File: config.mk
export PLATFORM = sky130hd
export DESIGN_NAME = load_weighted_server_picker_top
export DESIGN_NICKNAME = d
export VERILOG_FILES = /design/src/lwsp_pkg.sv /design/src/lwsp_div.sv /design/src/lwsp_datapath.sv /design/src/lwsp_ctrl.sv /design/src/load_weighted_server_picker_top.sv
export SDC_FILE = /design/constraint.sdc
export NUM_CORES = 2
export LEC_CHECK = 0
export ABC_CLOCK_PERIOD_IN_PS = 10800
export BUFFER_PORTS_ARGS = -buffer_cell sky130_fd_sc_hd__buf_2
export CAP_MARGIN = 10
export CORE_ASPECT_RATIO = 0.6
export CORE_MARGIN = 1.5
export CORE_UTILIZATION = 35
export CTS_CLUSTER_SIZE = 10
export DETAILED_ROUTE_END_ITERATION = 16
export GPL_TIMING_DRIVEN = 0
export PLACE_DENSITY = 0.59
export SLEW_MARGIN = 5
export SYNTH_ARGS = -nofsm -noshare
export SYNTH_HDL_FRONTEND = slang
export SYNTH_SLANG_ARGS = --single-unit
File: constraint.sdc
create_clock -name clk -period 10.8 [get_ports clk]
set_clock_uncertainty 0.05 [all_clocks]
set_input_delay 0.54 -clock clk [delete_from_list [all_inputs] [get_ports clk]]
set_output_delay 0.54 -clock clk [all_outputs]
set_load 0.005 [all_outputs]
File: src/lwsp_pkg.sv
// shared constants, request codes and controller/datapath command types
// for the load weighted server picker; no dependencies
package lwsp_pkg;

  localparam int unsigned NUM_SERVERS = 16;
  localparam int unsigned SCALE       = 10000;

  localparam int unsigned IDX_W  = 4;
  localparam int unsigned LOAD_W = 16;
  localparam int unsigned W_W    = 14;
  localparam int unsigned CNT_W  = (NUM_SERVERS > 1) ? $clog2(NUM_SERVERS) : 1;
  localparam int unsigned SUM_W  = $clog2(NUM_SERVERS * SCALE + 1);
  localparam int unsigned PROD_W = LOAD_W + W_W;
  localparam int unsigned DEN_W  = (SUM_W > LOAD_W) ? SUM_W : LOAD_W;
  localparam int unsigned DCNT_W = $clog2(PROD_W);

  // reciprocal of SCALE, exact floor quotient for every LOAD_W-bit value
  localparam int unsigned       MOD_SH  = LOAD_W + $clog2(SCALE);
  localparam int unsigned       MOD_M_W = LOAD_W + 2;
  localparam logic [MOD_M_W-1:0] MOD_M  = MOD_M_W'((64'd1 << MOD_SH) / SCALE + 1);

  localparam logic [LOAD_W-1:0] MAX_PEOPLE_RST = LOAD_W'(1000);

  typedef enum logic [1:0] {
    REQ_UPDATE    = 2'd0,
    REQ_RECOMPUTE = 2'd1,
    REQ_PICK      = 2'd2
  } lwsp_req_t;

  typedef enum logic {
    MUL_HEADROOM,
    MUL_WEIGHT
  } lwsp_mul_sel_t;

  typedef enum logic {
    DVS_MAX,
    DVS_SUM
  } lwsp_dvs_t;

  typedef struct packed {
    logic          capture;
    logic          write_entry;
    logic          clear_walk;
    logic          cnt_inc;
    logic          cnt_clr;
    logic          mul;
    lwsp_mul_sel_t mul_sel;
    logic          div_start;
    lwsp_dvs_t     div_den;
    logic          div_step;
    logic          store_raw;
    logic          store_norm;
    logic          mod_quo;
    logic          save_rem;
    logic          pick_test;
    logic          out_load;
  } lwsp_cmd_t;

  typedef struct packed {
    lwsp_req_t req;
    logic      raw_zero;
    logic      sum_zero;
    logic      cnt_last;
    logic      div_last;
    logic      match;
    logic      out_free;
  } lwsp_status_t;

endpackage

File: src/lwsp_div.sv
// restoring divider, one quotient bit per step, divisor latched at start
// depends on lwsp_pkg
module lwsp_div (
  input  logic                          clk,
  input  logic                          rst,
  input  logic                          start,
  input  logic                          step,
  input  logic [lwsp_pkg::PROD_W-1:0]   dividend,
  input  logic [lwsp_pkg::DEN_W-1:0]    divisor,
  output logic [lwsp_pkg::PROD_W-1:0]   quotient,
  output logic                          last
);
  import lwsp_pkg::*;

  logic [DEN_W-1:0]  den;
  logic [DEN_W-1:0]  rem;
  logic [PROD_W-1:0] quo;
  logic [DCNT_W-1:0] cnt;
  logic [DEN_W:0]    shifted;
  logic [DEN_W:0]    diff;
  logic              ge;

  assign shifted   = {rem, quo[PROD_W-1]};
  assign ge        = shifted >= {1'b0, den};
  assign diff      = shifted - {1'b0, den};
  assign last      = cnt == DCNT_W'(PROD_W - 1);
  assign quotient  = quo;

  always_ff @(posedge clk) begin
    if (rst) begin
      cnt <= '0;
    end else if (start) begin
      cnt <= '0;
    end else if (step) begin
      cnt <= cnt + DCNT_W'(1);
    end
  end

  always_ff @(posedge clk) begin
    if (start) begin
      den <= divisor;
      rem <= '0;
      quo <= dividend;
    end else if (step) begin
      rem <= ge ? diff[DEN_W-1:0] : shifted[DEN_W-1:0];
      quo <= {quo[PROD_W-2:0], ge};
    end
  end

endmodule

File: src/lwsp_datapath.sv
// server table, weight and range registers, multiplier, divider and result register
// depends on lwsp_pkg and lwsp_div
module lwsp_datapath (
  input  logic                          clk,
  input  logic                          rst,
  input  logic                          cfg_we,
  input  logic [lwsp_pkg::LOAD_W-1:0]   cfg_wdata,
  input  logic [1:0]                    req_type,
  input  logic [lwsp_pkg::IDX_W-1:0]    server_index,
  input  logic [lwsp_pkg::LOAD_W-1:0]   people,
  input  logic                          enable,
  input  logic [lwsp_pkg::LOAD_W-1:0]   random_value,
  input  lwsp_pkg::lwsp_cmd_t           cmd,
  output lwsp_pkg::lwsp_status_t        st,
  input  logic                          out_ready,
  output logic                          out_valid,
  output logic                          found,
  output logic [lwsp_pkg::IDX_W-1:0]    chosen_index
);
  import lwsp_pkg::*;

  logic [LOAD_W-1:0] max_people;
  logic [1:0]        req_q;
  logic [IDX_W-1:0]  idx_q;
  logic [LOAD_W-1:0] people_q;
  logic              enable_q;
  logic [LOAD_W-1:0] rand_q;

  logic [LOAD_W-1:0] server_load   [NUM_SERVERS];
  logic              server_enable [NUM_SERVERS];
  logic [W_W-1:0]    weight        [NUM_SERVERS];
  logic [W_W-1:0]    range_end     [NUM_SERVERS];

  logic [CNT_W-1:0]  cnt;
  logic [SUM_W-1:0]  sum;
  logic [W_W-1:0]    acc;
  logic [PROD_W-1:0] prod;
  logic [W_W-1:0]    r;
  logic [LOAD_W-1:0] rquo;
  logic              res_found;
  logic [IDX_W-1:0]  res_index;

  logic [LOAD_W-1:0] mul_op;
  logic [DEN_W-1:0]  div_divisor;
  logic [PROD_W-1:0] div_quo;
  logic              div_last;
  logic [W_W-1:0]    raw_w;
  logic [W_W-1:0]    norm_w;
  logic [W_W-1:0]    acc_next;
  logic [W_W-1:0]    hi;
  logic [W_W-1:0]    wv;
  logic              idx_ok;
  logic              raw_zero;
  logic [LOAD_W+MOD_M_W-1:0] rprod;
  logic [LOAD_W-1:0] rmod;

  assign idx_ok   = 32'(idx_q) < NUM_SERVERS;
  assign raw_zero = !server_enable[cnt] || (max_people == '0) ||
                    (server_load[cnt] > max_people);
  assign raw_w    = raw_zero ? '0 : div_quo[W_W-1:0];
  assign norm_w   = (sum == '0) ? '0 : div_quo[W_W-1:0];
  assign acc_next = acc + norm_w;
  assign hi       = range_end[cnt];
  assign wv       = weight[cnt];

  // random value modulo SCALE: reciprocal quotient, then subtract
  assign rprod = (LOAD_W+MOD_M_W)'(rand_q) * (LOAD_W+MOD_M_W)'(MOD_M);
  assign rmod  = rand_q - LOAD_W'(32'(rquo) * SCALE);

  assign mul_op = (cmd.mul_sel == MUL_HEADROOM) ? (max_people - server_load[cnt])
                                                : LOAD_W'(wv);

  always_comb begin
    case (cmd.div_den)
      DVS_MAX: div_divisor = DEN_W'(max_people);
      default: div_divisor = DEN_W'(sum);
    endcase
  end

  lwsp_div u_div (
    .clk       (clk),
    .rst       (rst),
    .start     (cmd.div_start),
    .step      (cmd.div_step),
    .dividend  (prod),
    .divisor   (div_divisor),
    .quotient  (div_quo),
    .last      (div_last)
  );

  assign st.req      = lwsp_req_t'(req_q);
  assign st.raw_zero = raw_zero;
  assign st.sum_zero = sum == '0;
  assign st.cnt_last = cnt == CNT_W'(NUM_SERVERS - 1);
  assign st.div_last = div_last;
  assign st.match    = (hi >= wv) && (r >= hi - wv) && (r < hi);
  assign st.out_free = !out_valid || out_ready;

  // stored state and output beat valid
  always_ff @(posedge clk) begin
    if (rst) begin
      max_people <= MAX_PEOPLE_RST;
      out_valid  <= 1'b0;
      cnt        <= '0;
      for (int i = 0; i < NUM_SERVERS; i++) begin
        server_load[i]   <= '0;
        server_enable[i] <= 1'b0;
        weight[i]        <= '0;
        range_end[i]     <= '0;
      end
    end else begin
      if (cfg_we) begin
        max_people <= cfg_wdata;
      end
      if (cmd.write_entry && idx_ok) begin
        server_load[CNT_W'(idx_q)]   <= people_q;
        server_enable[CNT_W'(idx_q)] <= enable_q;
      end
      if (cmd.store_raw) begin
        weight[cnt] <= raw_w;
      end
      if (cmd.store_norm) begin
        weight[cnt]    <= norm_w;
        range_end[cnt] <= acc_next;
      end
      if (cmd.cnt_clr || cmd.clear_walk) begin
        cnt <= '0;
      end else if (cmd.cnt_inc) begin
        cnt <= cnt + CNT_W'(1);
      end
      if (cmd.out_load) begin
        out_valid <= 1'b1;
      end else if (out_ready) begin
        out_valid <= 1'b0;
      end
    end
  end

  always_ff @(posedge clk) begin
    if (cmd.capture) begin
      req_q     <= req_type;
      idx_q     <= server_index;
      people_q  <= people;
      enable_q  <= enable;
      rand_q    <= random_value;
      res_found <= 1'b0;
      res_index <= '0;
    end else if (cmd.pick_test && st.match) begin
      res_found <= 1'b1;
      res_index <= IDX_W'(cnt);
    end
    if (cmd.clear_walk) begin
      sum <= '0;
      acc <= '0;
    end else begin
      if (cmd.store_raw) begin
        sum <= sum + SUM_W'(raw_w);
      end
      if (cmd.store_norm) begin
        acc <= acc_next;
      end
    end
    if (cmd.mul) begin
      prod <= PROD_W'(mul_op) * PROD_W'(SCALE);
    end
    if (cmd.mod_quo) begin
      rquo <= LOAD_W'(rprod >> MOD_SH);
    end
    if (cmd.save_rem) begin
      r <= W_W'(rmod);
    end
    if (cmd.out_load) begin
      found        <= res_found;
      chosen_index <= res_index;
    end
  end

endmodule

File: src/lwsp_ctrl.sv
// request sequencer: dispatch, two weight passes, pick scan, result hand-off
// depends on lwsp_pkg
module lwsp_ctrl (
  input  logic                    clk,
  input  logic                    rst,
  input  logic                    in_valid,
  output logic                    in_ready,
  input  lwsp_pkg::lwsp_status_t  st,
  output lwsp_pkg::lwsp_cmd_t     cmd
);
  import lwsp_pkg::*;

  typedef enum logic [3:0] {
    S_IDLE,
    S_DISPATCH,
    S_A_MUL,
    S_A_DIV0,
    S_A_DIV,
    S_A_STORE,
    S_B_MUL,
    S_B_DIV0,
    S_B_DIV,
    S_B_STORE,
    S_P_QUO,
    S_P_REM,
    S_P_SCAN,
    S_FINISH
  } state_t;

  state_t state;
  state_t state_next;

  assign in_ready = state == S_IDLE;

  always_comb begin
    cmd        = '0;
    state_next = state;
    case (state)
      S_IDLE: begin
        if (in_valid) begin
          cmd.capture = 1'b1;
          state_next  = S_DISPATCH;
        end
      end
      S_DISPATCH: begin
        case (st.req)
          REQ_UPDATE: begin
            cmd.write_entry = 1'b1;
            state_next      = S_FINISH;
          end
          REQ_RECOMPUTE: begin
            cmd.clear_walk = 1'b1;
            state_next     = S_A_MUL;
          end
          REQ_PICK: begin
            state_next = S_P_QUO;
          end
          default: begin
            state_next = S_FINISH;
          end
        endcase
      end
      S_A_MUL: begin
        if (st.raw_zero) begin
          cmd.store_raw = 1'b1;
          if (st.cnt_last) begin
            cmd.cnt_clr = 1'b1;
            state_next  = S_B_MUL;
          end else begin
            cmd.cnt_inc = 1'b1;
          end
        end else begin
          cmd.mul     = 1'b1;
          cmd.mul_sel = MUL_HEADROOM;
          state_next  = S_A_DIV0;
        end
      end
      S_A_DIV0: begin
        cmd.div_start = 1'b1;
        cmd.div_den   = DVS_MAX;
        state_next    = S_A_DIV;
      end
      S_A_DIV: begin
        cmd.div_step = 1'b1;
        if (st.div_last) begin
          state_next = S_A_STORE;
        end
      end
      S_A_STORE: begin
        cmd.store_raw = 1'b1;
        if (st.cnt_last) begin
          cmd.cnt_clr = 1'b1;
          state_next  = S_B_MUL;
        end else begin
          cmd.cnt_inc = 1'b1;
          state_next  = S_A_MUL;
        end
      end
      S_B_MUL: begin
        if (st.sum_zero) begin
          cmd.store_norm = 1'b1;
          if (st.cnt_last) begin
            state_next = S_FINISH;
          end else begin
            cmd.cnt_inc = 1'b1;
          end
        end else begin
          cmd.mul     = 1'b1;
          cmd.mul_sel = MUL_WEIGHT;
          state_next  = S_B_DIV0;
        end
      end
      S_B_DIV0: begin
        cmd.div_start = 1'b1;
        cmd.div_den   = DVS_SUM;
        state_next    = S_B_DIV;
      end
      S_B_DIV: begin
        cmd.div_step = 1'b1;
        if (st.div_last) begin
          state_next = S_B_STORE;
        end
      end
      S_B_STORE: begin
        cmd.store_norm = 1'b1;
        if (st.cnt_last) begin
          state_next = S_FINISH;
        end else begin
          cmd.cnt_inc = 1'b1;
          state_next  = S_B_MUL;
        end
      end
      S_P_QUO: begin
        cmd.mod_quo = 1'b1;
        state_next  = S_P_REM;
      end
      S_P_REM: begin
        cmd.save_rem = 1'b1;
        cmd.cnt_clr  = 1'b1;
        state_next   = S_P_SCAN;
      end
      S_P_SCAN: begin
        cmd.pick_test = 1'b1;
        if (st.match || st.cnt_last) begin
          state_next = S_FINISH;
        end else begin
          cmd.cnt_inc = 1'b1;
        end
      end
      S_FINISH: begin
        if (st.out_free) begin
          cmd.out_load = 1'b1;
          state_next   = S_IDLE;
        end
      end
      default: begin
        state_next = S_IDLE;
      end
    endcase
  end

  always_ff @(posedge clk) begin
    if (rst) begin
      state <= S_IDLE;
    end else begin
      state <= state_next;
    end
  end

  a_out_slot_free: assert property (@(posedge clk) disable iff (rst)
    cmd.out_load |-> st.out_free)
    else $error("result loaded over an untaken beat");

  a_walk_no_wrap: assert property (@(posedge clk) disable iff (rst)
    cmd.cnt_inc |-> !st.cnt_last)
    else $error("server counter wrapped during a walk");

  a_scan_on_pick: assert property (@(posedge clk) disable iff (rst)
    cmd.pick_test |-> st.req == REQ_PICK)
    else $error("range scan outside a pick request");

  a_norm_on_recompute: assert property (@(posedge clk) disable iff (rst)
    (cmd.store_norm || cmd.store_raw) |-> st.req == REQ_RECOMPUTE)
    else $error("weight write outside a recompute request");

endmodule

File: src/load_weighted_server_picker_top.sv
// load weighted server picker: one request beat in, one result beat out, one request at a time
// update writes one table entry; pick takes a reciprocal modulo, then one range compare per
// server; recompute makes two passes over all servers, each server using the
// 1-bit-per-cycle divider where it needs it; in_ready rises together with out_valid
// rst (synchronous): max_people 1000, all loads, enables, weights and range ends zero
module load_weighted_server_picker_top (
  input  logic                          clk,
  input  logic                          rst,
  input  logic                          cfg_we,
  input  logic [lwsp_pkg::LOAD_W-1:0]   cfg_wdata,
  input  logic                          in_valid,
  output logic                          in_ready,
  input  logic [1:0]                    req_type,
  input  logic [lwsp_pkg::IDX_W-1:0]    server_index,
  input  logic [lwsp_pkg::LOAD_W-1:0]   people,
  input  logic                          enable,
  input  logic [lwsp_pkg::LOAD_W-1:0]   random_value,
  output logic                          out_valid,
  input  logic                          out_ready,
  output logic                          found,
  output logic [lwsp_pkg::IDX_W-1:0]    chosen_index
);
  import lwsp_pkg::*;

  lwsp_cmd_t    cmd;
  lwsp_status_t st;

  lwsp_ctrl u_ctrl (
    .clk      (clk),
    .rst      (rst),
    .in_valid (in_valid),
    .in_ready (in_ready),
    .st       (st),
    .cmd      (cmd)
  );

  lwsp_datapath u_dp (
    .clk          (clk),
    .rst          (rst),
    .cfg_we       (cfg_we),
    .cfg_wdata    (cfg_wdata),
    .req_type     (req_type),
    .server_index (server_index),
    .people       (people),
    .enable       (enable),
    .random_value (random_value),
    .cmd          (cmd),
    .st           (st),
    .out_ready    (out_ready),
    .out_valid    (out_valid),
    .found        (found),
    .chosen_index (chosen_index)
  );

endmodule
==> flow_summary.toml <==
[outcome]
status = "finished, final reports clean"

[yosys]
synth_area_per_cell_um2 = 12.7
synth.distinct_cells = 69
synth-edff-count = 855
synth-async-reset-ratio_pct = 0
synthCells = 4104
syn_area_um2 = 52100
synth_warnings = 0
yosysTopAreaCell = "edfxtp_1"
synth_area_leaders = "edfxtp_1, mux4_2, ha_1, fa_1, nor2_1"
ys_seq_area_share_pct = 52.7
synth_nets = 4641
synth_top_area_share_pct = 49.3
synthTopCellsByCount = "edfxtp_1, nor2_1, inv_1"
synth-main-ff-cell = "edfxtp_1"
yosysMostFrequentCell = "edfxtp_1"
ys_ff_latch = 944

[die]
die_w_um = 501
std_cell_rows = 109
initial_core_util_pct = 35.3
dieArea_um2 = 151000
core_area_um2 = 147000
ios = 67
die_y_um = 302

[clock_network]
cts_root_buffer = "clkbuf_16"
path_clk_slew_ps = 60
clock_path_buffers = 3
htree_levels = 3
clock-sinks = 944
clock_latency_ps = 730
cts_made_buffers = 106
cts_tree = "yes"

[drt]
ant_nets = 0
wirelength_met1_um = 70700
wl_um = 144000
highest_layer = "met4"
firstDrtPassIters = 8
drt-initial-drc-count = 3750
wire_per_inst_um = 22.6
met3_length_um = 14100
drc_errors = 0
vias = 33800
wl_met2_um = 57200
viasPerCell = 5.29

[layout]
drive_gt1_share_pct = 12.3
area_growth_pct = 12.9
ff_latch_area_um2 = 27500
layout.nets = 4887
nFillCells = 13800
post-route-util_pct = 39.9
multi_input_area_um2 = 22500

[setup_path]
critPathBufInv = 5
startpoint_type = "flip-flop"
worstPathRequired_ps = 11190
max_stage_delay_ps = 630
critPathMaxFanout = 10
critPathKind = "flip-flop to flip-flop"
slowest_stage = "a2111oi_0"
worstPathArrival_ps = 10860
crit_family = "compound AO/OA/AOI/OAI gates"
critical_path.endpoint_type = "flip-flop"

[timing]
slew_viol_final = 0
tightest_slew_ps = 1330
period_minus_slack_ps = 10470
fin_hold_ws_ps = 38.5
rsz0062_at_grt = "false"
slew-limit-headroom_pct = 10.4
finalSetupViolCount = 0
worst_slack_ps = 327
fin_crit_sh_pct = 97.0
finalHoldViolCount = 0
clock.fmax_mhz = 95.5
fin_tns_setup_ps = 0

[run]
cap_violations = 0

[global_routing]
grt_pass1_vias = 32800
track_usage_pct = 19.2
grt_max_degree = 28
grt_pass1_wl_um = 215000
grt_antenna_before_repair = 0
grt.overflow.total = 0

[placement]
gp_congestion = 0.912
io_buffers = 64
hpwl_um = 111000
place_ws_ps = -387

[min_path]
hold_class = "primary input to flip-flop"
-- state kept, by name, summed over array words and instances, names as in the netlist, 16 cells and up, named ones only --
signal               flops
u_dp.max_people         16
u_dp.rand_q             16
u_dp.prod               26
u_dp.range_end         224
u_dp.u_div.den          18
u_dp.u_div.rem          18
u_dp.server_enable      16
u_dp.u_div.quotient     30
u_dp.sum                18
u_dp.people_q           16
u_dp.server_load       256
u_dp.weight            224
-- tightest hold or removal path, stage by stage --
cell and delay [ps]:
buf_2 80, mux2i_1 90, nor2_1 80
-- area by class of cell --
cell class	count	share of cell area, %
plain buffers	201	1.44
repair buffers	140	2.03
multi-input cells	2600	38.3
inverters	357	2.28
clock buffers	140	4.80
clock inverters	11	0.236
flip-flops and latches	944	46.7
diodes	1	0.00425
well taps	1998	4.25
-- metal layers --
| metal | vias up | track usage [%] |
|---|---|---|
| met5 | - | 0 |
| li1 | 15100 | - |
| met3 | 155 | 4.39 |
| met2 | 1491 | 25.8 |
| met4 | 0 | 3.79 |
| met1 | 17000 | 31.0 |
-- cells in the final DEF, fill, tap and decap left out, drive strengths merged, types with 21 or more instances in the layout --
master	synthesis	final
xnor2	61	61
mux4	221	221
and3	22	22
o21ai	91	91
dfxtp	89	89
nor2	580	580
dlygate4sd3	0	52
nand3	45	45
a211oi	21	21
clkbuf	131	276
and2	309	309
a21o	35	35
inv	356	358
fa	148	148
buf	72	152
a21oi	112	112
o21a	21	21
ha	329	329
edfxtp	855	855
nor3	32	32
nand2	248	248
mux2i	51	51
xor2	29	29
-- logic make-up after synthesis --
group           Yosys count  share of synthesized area, %
compound gates          405                          5.10
xor+xnor                 90                          1.51
fa+ha+maj               477                          13.6
flops                   944                          52.7
simple gates           1336                          12.0
mux                     292                          11.0
buf+inv                 560                          4.16
-- worst paths after layout --
path / depth (start not counted) / to / start / slack [ps]
worst max register to register: 27 / u_dp.prod[29] / flip-flop / 330
worst min-delay path: 3 / u_dp.max_people[15] / cfg_wdata[15] / 40
worst min register to register: 0 / u_dp.found / u_dp.res_found / 380
worst max-delay path: 27 / u_dp.prod[29] / flip-flop / 330
-- timing repair --
item	in CTS	in global routing
resized for setup	5	19
setup buffers	0	0
hold buffers	52	0
endpoints found under the hold margin	52	0
pin swaps	0	0
endpoints found under the setup margin	2	3
-- per-stage QoR --
step | instance area (µm²) | std cells
after floorplan | 52100 | 4104
after global placement | 54900 | 6166
after detailed placement | 55300 | 6186
after CTS | 58800 | 6389
after global routing | 58800 | 6391
final | 58800 | 6392
Power is left out: the tool's default activity adds up to more than one toggle a clock period on the data nets, which glitch-free logic cannot reach.
